### config.mk
export PLATFORM = sky130hd
export DESIGN_NAME = cdq_ctrl
export DESIGN_NICKNAME = d
export VERILOG_FILES = /design/src/rtl/core/cdq_pkg.sv /design/src/rtl/core/cdq_ctrl.sv
export SDC_FILE = /design/constraint.sdc
export NUM_CORES = 1
export LEC_CHECK = 0
export ABC_CLOCK_PERIOD_IN_PS = 6700
export BUFFER_PORTS_ARGS = -buffer_cell sky130_fd_sc_hd__buf_2
export CAP_MARGIN = 20
export CORE_MARGIN = 5
export CORE_UTILIZATION = 30
export DETAILED_ROUTE_END_ITERATION = 8
export GPL_TIMING_DRIVEN = 1
export SYNTH_ARGS = -nofsm -noshare
export SYNTH_HDL_FRONTEND = slang
export SYNTH_SLANG_ARGS = --single-unit
### constraint.sdc
create_clock -name clock -period 6.7 [get_ports clock]
set_input_delay 0.335 -clock clock [delete_from_list [all_inputs] [get_ports clock]]
set_output_delay 0.335 -clock clock [all_outputs]
set_load 0.1 [all_outputs]
### src/rtl/core/cdq_pkg.sv
`timescale 1ns / 1ps

package cdq_pkg;

   // ring geometry
   localparam int DEPTH  = 1024;
   localparam int ADDR_W = $clog2(DEPTH);
   localparam int CNT_W  = $clog2(DEPTH + 1);
   localparam int CSR_W  = 11;
   localparam int DATA_W = 32;

   // action codes
   localparam logic [2:0] ACT_PUSH_FRONT = 3'd0;
   localparam logic [2:0] ACT_PUSH_REAR  = 3'd1;
   localparam logic [2:0] ACT_POP_FRONT  = 3'd2;
   localparam logic [2:0] ACT_POP_REAR   = 3'd3;
   localparam logic [2:0] ACT_QUERY      = 3'd4;

   // word reported for front and rear of an empty deque
   localparam logic signed [DATA_W-1:0] EMPTY_WORD = -32'sd1;

   typedef struct packed {
      logic [2:0]               action;
      logic signed [DATA_W-1:0] value;
   } req_type;

   typedef struct packed {
      logic                     ok;
      logic signed [DATA_W-1:0] front_value;
      logic signed [DATA_W-1:0] rear_value;
      logic                     is_empty;
      logic                     is_full;
   } rsp_type;

   typedef struct packed {
      logic              we;
      logic [ADDR_W-1:0] waddr;
      logic [DATA_W-1:0] wdata;
      logic [ADDR_W-1:0] raddr;
   } mem_req_type;

endpackage

### src/rtl/core/cdq_ctrl.sv
`timescale 1ns / 1ps

module cdq_ctrl
   import cdq_pkg::*;
(
   input  logic              clock,
   input  logic              reset,
   input  logic              csr_wen,
   input  logic [CSR_W-1:0]  csr_wdata,
   input  logic              req_fire,
   input  req_type           req_data,
   input  logic [DATA_W-1:0] ram_rdata,
   output mem_req_type       mem_req,
   output logic              busy,
   output logic              done,
   output rsp_type           result
);

   localparam logic S_IDLE = 1'b0;
   localparam logic S_READ = 1'b1;

   logic              state_ff, state_in;
   logic              done_ff, done_in;
   logic              rd_rear_ff, rd_rear_in;
   logic              ok_ff, ok_in;
   logic [ADDR_W-1:0] head_ff, head_in;
   logic [ADDR_W-1:0] tail_ff, tail_in;
   logic [CNT_W-1:0]  count_ff, count_in;
   logic [CNT_W-1:0]  cap_ff, cap_in;
   logic signed [DATA_W-1:0] front_ff, front_in;
   logic signed [DATA_W-1:0] rear_ff, rear_in;

   logic              full, empty;
   logic [ADDR_W-1:0] tail_back;
   logic [CNT_W-1:0]  cap_clamp;

   function automatic logic [ADDR_W-1:0] step_back(input logic [ADDR_W-1:0] idx,
                                                    input logic [CNT_W-1:0]  cap);
      logic [CNT_W-1:0] last;
      last = cap - 1'b1;
      return (idx == '0) ? last[ADDR_W-1:0] : idx - 1'b1;
   endfunction

   function automatic logic [ADDR_W-1:0] step_fwd(input logic [ADDR_W-1:0] idx,
                                                   input logic [CNT_W-1:0]  cap);
      logic [CNT_W-1:0] nxt;
      nxt = CNT_W'(idx) + 1'b1;
      return (nxt >= cap) ? '0 : nxt[ADDR_W-1:0];
   endfunction

   assign full      = (count_ff >= cap_ff);
   assign empty     = (count_ff == '0);
   assign tail_back = step_back(tail_ff, cap_ff);

   // clamp written capacity into 1..DEPTH
   always_comb begin
      if (csr_wdata == '0) begin
         cap_clamp = CNT_W'(1);
      end else if (32'(csr_wdata) > 32'(DEPTH)) begin
         cap_clamp = CNT_W'(DEPTH);
      end else begin
         cap_clamp = CNT_W'(csr_wdata);
      end
   end

   // action decode, pointer update and memory access
   always_comb begin
      state_in   = state_ff;
      done_in    = 1'b0;
      rd_rear_in = rd_rear_ff;
      ok_in      = ok_ff;
      head_in    = head_ff;
      tail_in    = tail_ff;
      count_in   = count_ff;
      cap_in     = cap_ff;
      front_in   = front_ff;
      rear_in    = rear_ff;
      mem_req.we    = 1'b0;
      mem_req.waddr = head_ff;
      mem_req.wdata = req_data.value;
      mem_req.raddr = head_ff;

      unique case (state_ff)
         S_IDLE: begin
            if (req_fire) begin
               ok_in   = 1'b0;
               done_in = 1'b1;
               case (req_data.action)
                  ACT_PUSH_FRONT: begin
                     if (!full) begin
                        head_in       = step_back(head_ff, cap_ff);
                        mem_req.we    = 1'b1;
                        mem_req.waddr = head_in;
                        front_in      = req_data.value;
                        if (empty) begin
                           rear_in = req_data.value;
                        end
                        count_in = count_ff + 1'b1;
                        ok_in    = 1'b1;
                     end
                  end
                  ACT_PUSH_REAR: begin
                     if (!full) begin
                        mem_req.we    = 1'b1;
                        mem_req.waddr = tail_ff;
                        tail_in       = step_fwd(tail_ff, cap_ff);
                        rear_in       = req_data.value;
                        if (empty) begin
                           front_in = req_data.value;
                        end
                        count_in = count_ff + 1'b1;
                        ok_in    = 1'b1;
                     end
                  end
                  ACT_POP_FRONT: begin
                     if (!empty) begin
                        head_in       = step_fwd(head_ff, cap_ff);
                        count_in      = count_ff - 1'b1;
                        ok_in         = 1'b1;
                        mem_req.raddr = head_in;
                        // fetch the new front unless the deque drains
                        if (count_ff != CNT_W'(1)) begin
                           done_in    = 1'b0;
                           state_in   = S_READ;
                           rd_rear_in = 1'b0;
                        end
                     end
                  end
                  ACT_POP_REAR: begin
                     if (!empty) begin
                        tail_in       = tail_back;
                        count_in      = count_ff - 1'b1;
                        ok_in         = 1'b1;
                        mem_req.raddr = step_back(tail_back, cap_ff);
                        // fetch the new rear unless the deque drains
                        if (count_ff != CNT_W'(1)) begin
                           done_in    = 1'b0;
                           state_in   = S_READ;
                           rd_rear_in = 1'b1;
                        end
                     end
                  end
                  ACT_QUERY: begin
                     ok_in = 1'b1;
                  end
                  default: begin
                     ok_in = 1'b0;
                  end
               endcase
            end
         end
         S_READ: begin
            state_in = S_IDLE;
            if (rd_rear_ff) begin
               rear_in = $signed(ram_rdata);
            end else begin
               front_in = $signed(ram_rdata);
            end
         end
         default: begin
            state_in = S_IDLE;
         end
      endcase

      // capacity write empties the deque
      if (csr_wen) begin
         cap_in   = cap_clamp;
         head_in  = '0;
         tail_in  = '0;
         count_in = '0;
      end
   end

   // control state
   always_ff @(posedge clock) begin
      if (reset) begin
         state_ff   <= S_IDLE;
         done_ff    <= 1'b0;
         head_ff    <= '0;
         tail_ff    <= '0;
         count_ff   <= '0;
         cap_ff     <= CNT_W'(DEPTH);
      end else begin
         state_ff   <= state_in;
         done_ff    <= done_in;
         head_ff    <= head_in;
         tail_ff    <= tail_in;
         count_ff   <= count_in;
         cap_ff     <= cap_in;
      end
   end

   // cached end words and result flags
   always_ff @(posedge clock) begin
      rd_rear_ff <= rd_rear_in;
      ok_ff      <= ok_in;
      front_ff   <= front_in;
      rear_ff    <= rear_in;
   end

   assign busy = done_ff || (state_ff == S_READ);
   assign done = busy;

   // assemble the response, taking fresh read data when it arrives
   always_comb begin
      result.ok       = ok_ff;
      result.is_empty = empty;
      result.is_full  = full;
      if (empty) begin
         result.front_value = EMPTY_WORD;
         result.rear_value  = EMPTY_WORD;
      end else begin
         result.front_value = front_ff;
         result.rear_value  = rear_ff;
         if (state_ff == S_READ) begin
            if (rd_rear_ff) begin
               result.rear_value = $signed(ram_rdata);
            end else begin
               result.front_value = $signed(ram_rdata);
            end
         end
      end
   end

endmodule

==> results by group, run 1 <==
Final layout
  • P&R area growth vs syn: 13.8%
  • Fill count: 3268
  • Leading cell type in the layout, fill and taps excluded: nand2_1
  • Most frequent cells in the layout: nand2_1 (216), buf_2 (203), a21oi_1 (98)
  • Layout cells sized above 1: 0.202
  • Final nets: 1424

Floorplanning
  • Die width: between 150 and 200 um
  • Die area: 34600 um2
  • Row count: 64
  • Core ar.: 30600 um2
  • Initial Util: 0.303
  • I/O pin count: 204
  • Chip Height: 186 um

Critical path
  • Startpoint types: flop
  • Buf/Inv on CP: 1
  • Worst R2R Path Depth: 8
  • Crit path depth: 15
  • CP max FO: 13
  • Critical Path RT: 6.36 ns
  • R2R setup slack: between 2 and 3 ns
  • Biggest cell delay along the critical path: 0.58 ns
  • Cells along the critical path: ha_1 -> and3_1 -> and3_1 -> nand3_1 -> xnor2_1 -> ha_1 -> a2111oi_0 -> o211ai_1 -> a41o_1 -> nand2_1 -> nand2_1 -> o31ai_1 -> a211oi_1 -> o22ai_1 -> buf_2
  • Crit-path slowest cell: dfxtp_1
  • FF-to-FF Start: cap_ff[2]$_SDFFE_PP0P_
  • CP startpoint: head_ff[0]$_SDFFE_PP0P_
  • Crit path max-delay family: compound AO/OA/AOI/OAI gates
  • CP Capture Point: mem_req[5]
  • Reg2reg end: front_ff[26]$_DFFE_PP_
  • Critical Path AT: 4.67 ns
  • Crit path kind: reg -> out
  • Nature of the critical path endpoint: primary output

Placement
  • Buffers on Ports: 203
  • DP HPWL: 23100 um
  • Routability-driven placement congestion ratio: 0.914

Run status
  • Status: finished, final reports clean

CTS
  • Worst-Skew Late Latency: 0.37 ns
  • CTS root buffer: clkbuf_16
  • Deepest clock path buffer count: 2
  • H-tree depth: 3
  • Post-CTS Resized: 0
  • Post-CTS Setup Bufs: 0
  • CTS Hold Bufs: 0
  • Total CTS buffers: 9
  • Clk slew on worst S/H paths: 0.10 ns
  • Sink Count: 110
  • TritonCTS clock tree: built

STA
  • Min Tclk post-route: ~5 ns
  • Setup Skew: 0.0210 ns
  • Peak Freq: 200 MHz
  • # setup viols final: 0
  • Fin crit share: 0.747
  • Final Hold Viols: 0
  • Fin. max-slew vios: 0
  • Worst-margin pin slew: between 1 and 1.5 ns
  • RSZ-0062 raised after global routing: no
  • Setup total negative slack: 0 ns
  • Relative slew slack: 0.299
  • Hold_ws: 0.192 ns

Global routing
  • First-pass GRT wire length: between 40000 and 50000 um
  • Initial antenna violation count: 1
  • Vias in the first global route: 8670
  • Total grt overflow: 0
  • Largest net degree at the start of global routing: about 100
  • GRT Total Usage: 0.175

Synthesis
  • Mapped Nets: 1320
  • Cells after Synth: 1196
  • FFs w/ async S/R, synth: 0
  • Syn Area/Cell: 7.76 um2
  • Synth area leaders: edfxtp_1 (21%), dfxtp_1 (9.5%), nand2_1 (8.7%)
  • Post-synth top area cell: edfxtp_1
  • Yosys Warn Count: 0
  • Synthesized flop and latch total: 110
  • Sequential area share after synthesis: 0.308
  • Commonest register cell after synthesis: edfxtp_1
  • Post-synth EDFFs: 66
  • Synthesized area: 9280 um2
  • Distinct cells, synth: 74
  • Synth top area share: 0.214

Route
  • DRT Wirelength: 31600 um
  • Initial drt markers: roughly 640
  • Via/cell ratio: 5.42
  • ANT nets after route: 0
  • DRC Markers: 0
  • DRT Pass-1 Iters: 5
  • Average wire per standard cell: 18.6 um
  • DR vias: 9220

Pwr
  • Leakage dissipation: between 4 and 5 nW
  • Total power draw: about 2.1 mW
  • Pwr/cell area: around 200 nW/um2
  • Peak VDD IR: 0.126 mV

Hold path
  • Hold crit path type: in -> reg
  • Hold Path Origin: csr_wdata[1]

Flow run
  • Max-Cap Viols: 0
-- cell usage after synthesis, types with 12 or more instances --
master and instances:
nand2_1 216, a21oi_1 98, nand3_1 91, nor2_1 84
mux2i_1 70, clkbuf_1 67, edfxtp_1 66, o21ai_0 65
dfxtp_1 44, ha_1 42, buf_4 36, inv_1 35
xnor2_1 27, nor3_1 24, xor2_1 21, nand2b_1 15
and3_1 12, buf_1 12
-- metal layers --
layer  vias to the layer above  part of all wire  global-route usage
met5                         -                 0                   0
met3                        52             0.078              0.0285
met4                         0             0.028              0.0597
met1                      4341              0.43               0.230
met2                       399              0.47               0.294
li1                       4428                 -                   -
-- state kept, by name, summed over array words and instances (netlist names) --
signal	flops
cap_ff	11
count_ff	11
done_ff	1
front_ff	32
head_ff	10
ok_ff	1
rd_rear_ff	1
rear_ff	32
state_ff	1
tail_ff	10
-- logic make-up (layout without fill, tap and decap cells) --
group / after synthesis / count (layout) / synth area share
mux: 81 / 81 / 0.0896
buf+inv: 155 / 264 / 0.0791
compound gates: 254 / 254 / 0.168
xor+xnor: 48 / 48 / 0.0453
flops: 110 / 110 / 0.308
fa+ha+maj: 42 / 42 / 0.0566
simple gates: 506 / 506 / 0.253
other cells: 0 / 1 / 0
-- worst min-delay path by stage --
stage / end / slack (ns) / cells past startpoint
after detailed placement: cap_ff[7]$_SDFFE_PP0P_ / 0.51 / 2
after floorplan: cap_ff[1]$_SDFFE_PP0P_ / 0.44 / 2
after global placement: cap_ff[10]$_SDFFE_PP1P_ / 0.48 / 2
after global routing: cap_ff[1]$_SDFFE_PP0P_ / 0.20 / 3
final: cap_ff[1]$_SDFFE_PP0P_ / 0.19 / 3
after CTS: cap_ff[2]$_SDFFE_PP0P_ / 0.18 / 3
-- worst reg2reg max path, stage by stage (launching register included) --
cell and delay [ns]:
dfxtp_1 0.46, inv_1 0.23, ha_1 0.36, o21a_1 0.18
o31ai_1 0.07, a21oi_1 0.10, o31ai_1 0.72, nor3b_1 0.46
a31o_2 0.88
-- final cells by class --
| class | instances | area, um2 | area share |
|---|---|---|---|
| clock inverter | 6 | 57.6 | 0.00545 |
| antenna | 1 | 2.50 | 0.000237 |
| inverter | 36 | 135 | 0.0128 |
| timing repair buffer | 212 | 1080 | 0.103 |
| multi-input combinational | 931 | 5690 | 0.539 |
| tap | 396 | 495 | 0.0469 |
| sequential | 110 | 2870 | 0.271 |
| clock buffer | 10 | 229 | 0.0217 |
-- power breakdown --
part	total, mW	switching [mW]	internal (mW)	leakage, nW
logic	0.746	0.588	0.158	3.21
clock network	0.562	0.298	0.264	0.142
registers	0.762	0.0191	0.743	0.964
-- metrics by stage --
step                std cells  setup slack, ns  instance area [um2]  utilization
floorplan                1196            0.863                 9280            -
global placement         1685             2.27                10300        0.336
detailed placement       1685             2.18                10300        0.336
CTS                      1701             1.75                10600        0.345
global route             1702             1.39                10600        0.345
finish                   1702             1.70                10600        0.345
Power figures use the tool's default switching activity.
==> run 2: changes to the inputs <==
- ABC_CLOCK_PERIOD_IN_PS: 6700 -> 5100
- clock period: 6.7 -> 5.1 ns (I/O delays scaled with it)
==> results by group, run 2 (synthesized netlist as in run 1, its figures left out) <==
Pwr
  • Total power draw: 2.71 mW (+31%)
  • Leakage dissipation: 4.33 nW (+0.46%)
  • Pwr/cell area: 256 nW/um2 (+30%)
  • Peak VDD IR: 0.131 mV (+3.9%)

Run status
  • Status: finished, final reports clean

Floorplanning
  • Chip Height: 186 um (unchanged)
  • Core ar.: 30600 um2 (unchanged)
  • I/O pin count: 204 (unchanged)
  • Die area: 34600 um2 (unchanged)
  • Die width: 186 um (unchanged)
  • Initial Util: 0.303 (unchanged)
  • Row count: 64 (unchanged)

STA
  • Setup total negative slack: 0 ns (unchanged)
  • Peak Freq: around 210 MHz
  • Fin crit share: 0.936
  • Final Hold Viols: 0 (unchanged)
  • Fin. max-slew vios: 0 (unchanged)
  • # setup viols final: 0 (unchanged)
  • RSZ-0062 raised after global routing: no
  • Min Tclk post-route: approximately 4.8 ns
  • Relative slew slack: 0.288 (-0.0112)
  • Worst-margin pin slew: 1.07 ns (+0.0168 ns)
  • Setup Skew: 0.0163 ns (-0.00470 ns)
  • Final worst slack: 0.325 ns (-1.37 ns)

CTS
  • Deepest clock path buffer count: 2 (unchanged)
  • CTS Hold Bufs: 0 (unchanged)
  • Worst-Skew Late Latency: 0.36 ns (about the same)
  • Post-CTS Resized: 0 (unchanged)
  • Clk slew on worst S/H paths: 0.08 ns (-0.02 ns)
  • Sink Count: 110 (unchanged)
  • Post-CTS Setup Bufs: 0 (unchanged)
  • CTS root buffer: clkbuf_16
  • Total CTS buffers: 9 (unchanged)
  • H-tree depth: 3 (unchanged)
  • TritonCTS clock tree: built

Critical path
  • Critical Path AT: 4.52 ns (-0.15 ns)
  • Nature of the critical path endpoint: primary output
  • Critical Path RT: 4.85 ns (-1.51 ns)
  • Startpoint types: flop
  • Crit path kind: reg -> out
  • CP max FO: 9 (-4)

Global routing
  • Vias in the first global route: 8696 (+0.30%)
  • Largest net degree at the start of global routing: 104 (unchanged)
  • Total grt overflow: 0 (unchanged)
  • GRT Total Usage: 0.176 (+0.000640)
  • First-pass GRT wire length: 48200 um (+0.55%)
  • Initial antenna violation count: 0 (-1)

Final layout
  • Final nets: 1428 (+0.28%)
  • Most frequent cells in the layout: nand2_1 (216), buf_2 (203), a21oi_1 (98)
  • Leading cell type in the layout, fill and taps excluded: nand2_1
  • Layout cells sized above 1: 0.204 (+0.00167)
  • Finished Layout Cells: 1705 (+0.18%)
  • Top flop regs: front_ff x32, rear_ff x32
  • Final Core Density: 0.346 (+0.000818)
  • Final antenna diode count: 0 (-1)
  • P&R area growth vs syn: 14.1%

Hold path
  • Hold crit path type: in -> reg

Route
  • DRT Wirelength: 31600 um (about the same)
  • Via/cell ratio: 5.37 (-0.91%)
  • DR vias: 9152 (-0.74%)
  • DRT Pass-1 Iters: 5 (unchanged)
  • Average wire per standard cell: 18.5 um (-0.21%)
  • Initial drt markers: 709 (+10%)
  • ANT nets after route: 0 (unchanged)
  • DRC Markers: 0 (unchanged)

Placement
  • Dpl ws: 0.792 ns (-1.39 ns)
  • DP HPWL: 23100 um (+0.23%)
  • Buffers on Ports: 203 (unchanged)
  • Placed cells: 1689 (+0.24%)
  • Routability-driven placement congestion ratio: 0.900 (-1.5%)

Flow run
  • Max-Cap Viols: 0 (unchanged)
run 2: layout make-up:
class	count	area, um2
multi-input cells	931	5690
flip-flops and latches	110	2870
fillers	3292	20000
clock buffers	9	225
repair buffers	216	1110
clock inverters	7	61.3
well taps	396	495
inverters	36	135
run 2: stage by stage:
| stage | cell area (um2) | hold slack (ns) |
|---|---|---|
| 2_1_floorplan | 9280 | 0.364 |
| 3_3_place_gp | 10300 | 0.480 |
| 3_5_place_dp | 10300 | 0.485 |
| 4_1_cts | 10600 | 0.110 |
| 5_1_grt | 10600 | 0.141 |
| 6_report | 10600 | 0.120 |
run 2: per-layer routing:
layer / share of wire / GRT usage / wire, um
met4: 0.029 / 0.0665 / 917
met3: 0.067 / 0.0188 / 2110
met5: 0 / 0 / 0
met2: 0.47 / 0.299 / 14700
met1: 0.44 / 0.231 / 13900
run 2: final timing paths:
| path | start | endpoint | slack (ns) | cells after the start |
|---|---|---|---|---|
| setup / recovery | head_ff[1]$_SDFFE_PP0P_ | mem_req[5] | 0.32 | 15 |
| hold / removal | csr_wdata[3] | cap_ff[3]$_SDFFE_PP0P_ | 0.12 | 3 |
| setup reg to reg | head_ff[1]$_SDFFE_PP0P_ | head_ff[3]$_SDFFE_PP0P_ | 1.36 | 14 |
| hold reg to reg | cap_ff[10]$_SDFFE_PP1P_ | cap_ff[10]$_SDFFE_PP1P_ | 0.51 | 2 |
run 2: worst max-delay path, stage by stage, from the launching register on:
cell	delay, ns
dfxtp_1	0.49
ha_1	0.29
and3_1	0.20
and3_1	0.19
nand3_1	0.16
xnor2_1	0.19
ha_1	0.31
a2111oi_0	0.39
o211ai_1	0.15
a41o_1	0.24
nand2_1	0.20
nand2_1	0.20
o31ai_1	0.39
a211oi_1	0.10
o22ai_1	0.20
buf_2	0.46
run 2: where the power goes:
group	internal, mW	total (mW)	switching (mW)
registers	0.976	1.00	0.0238
clock network	0.345	0.721	0.376
logic	0.209	0.986	0.777
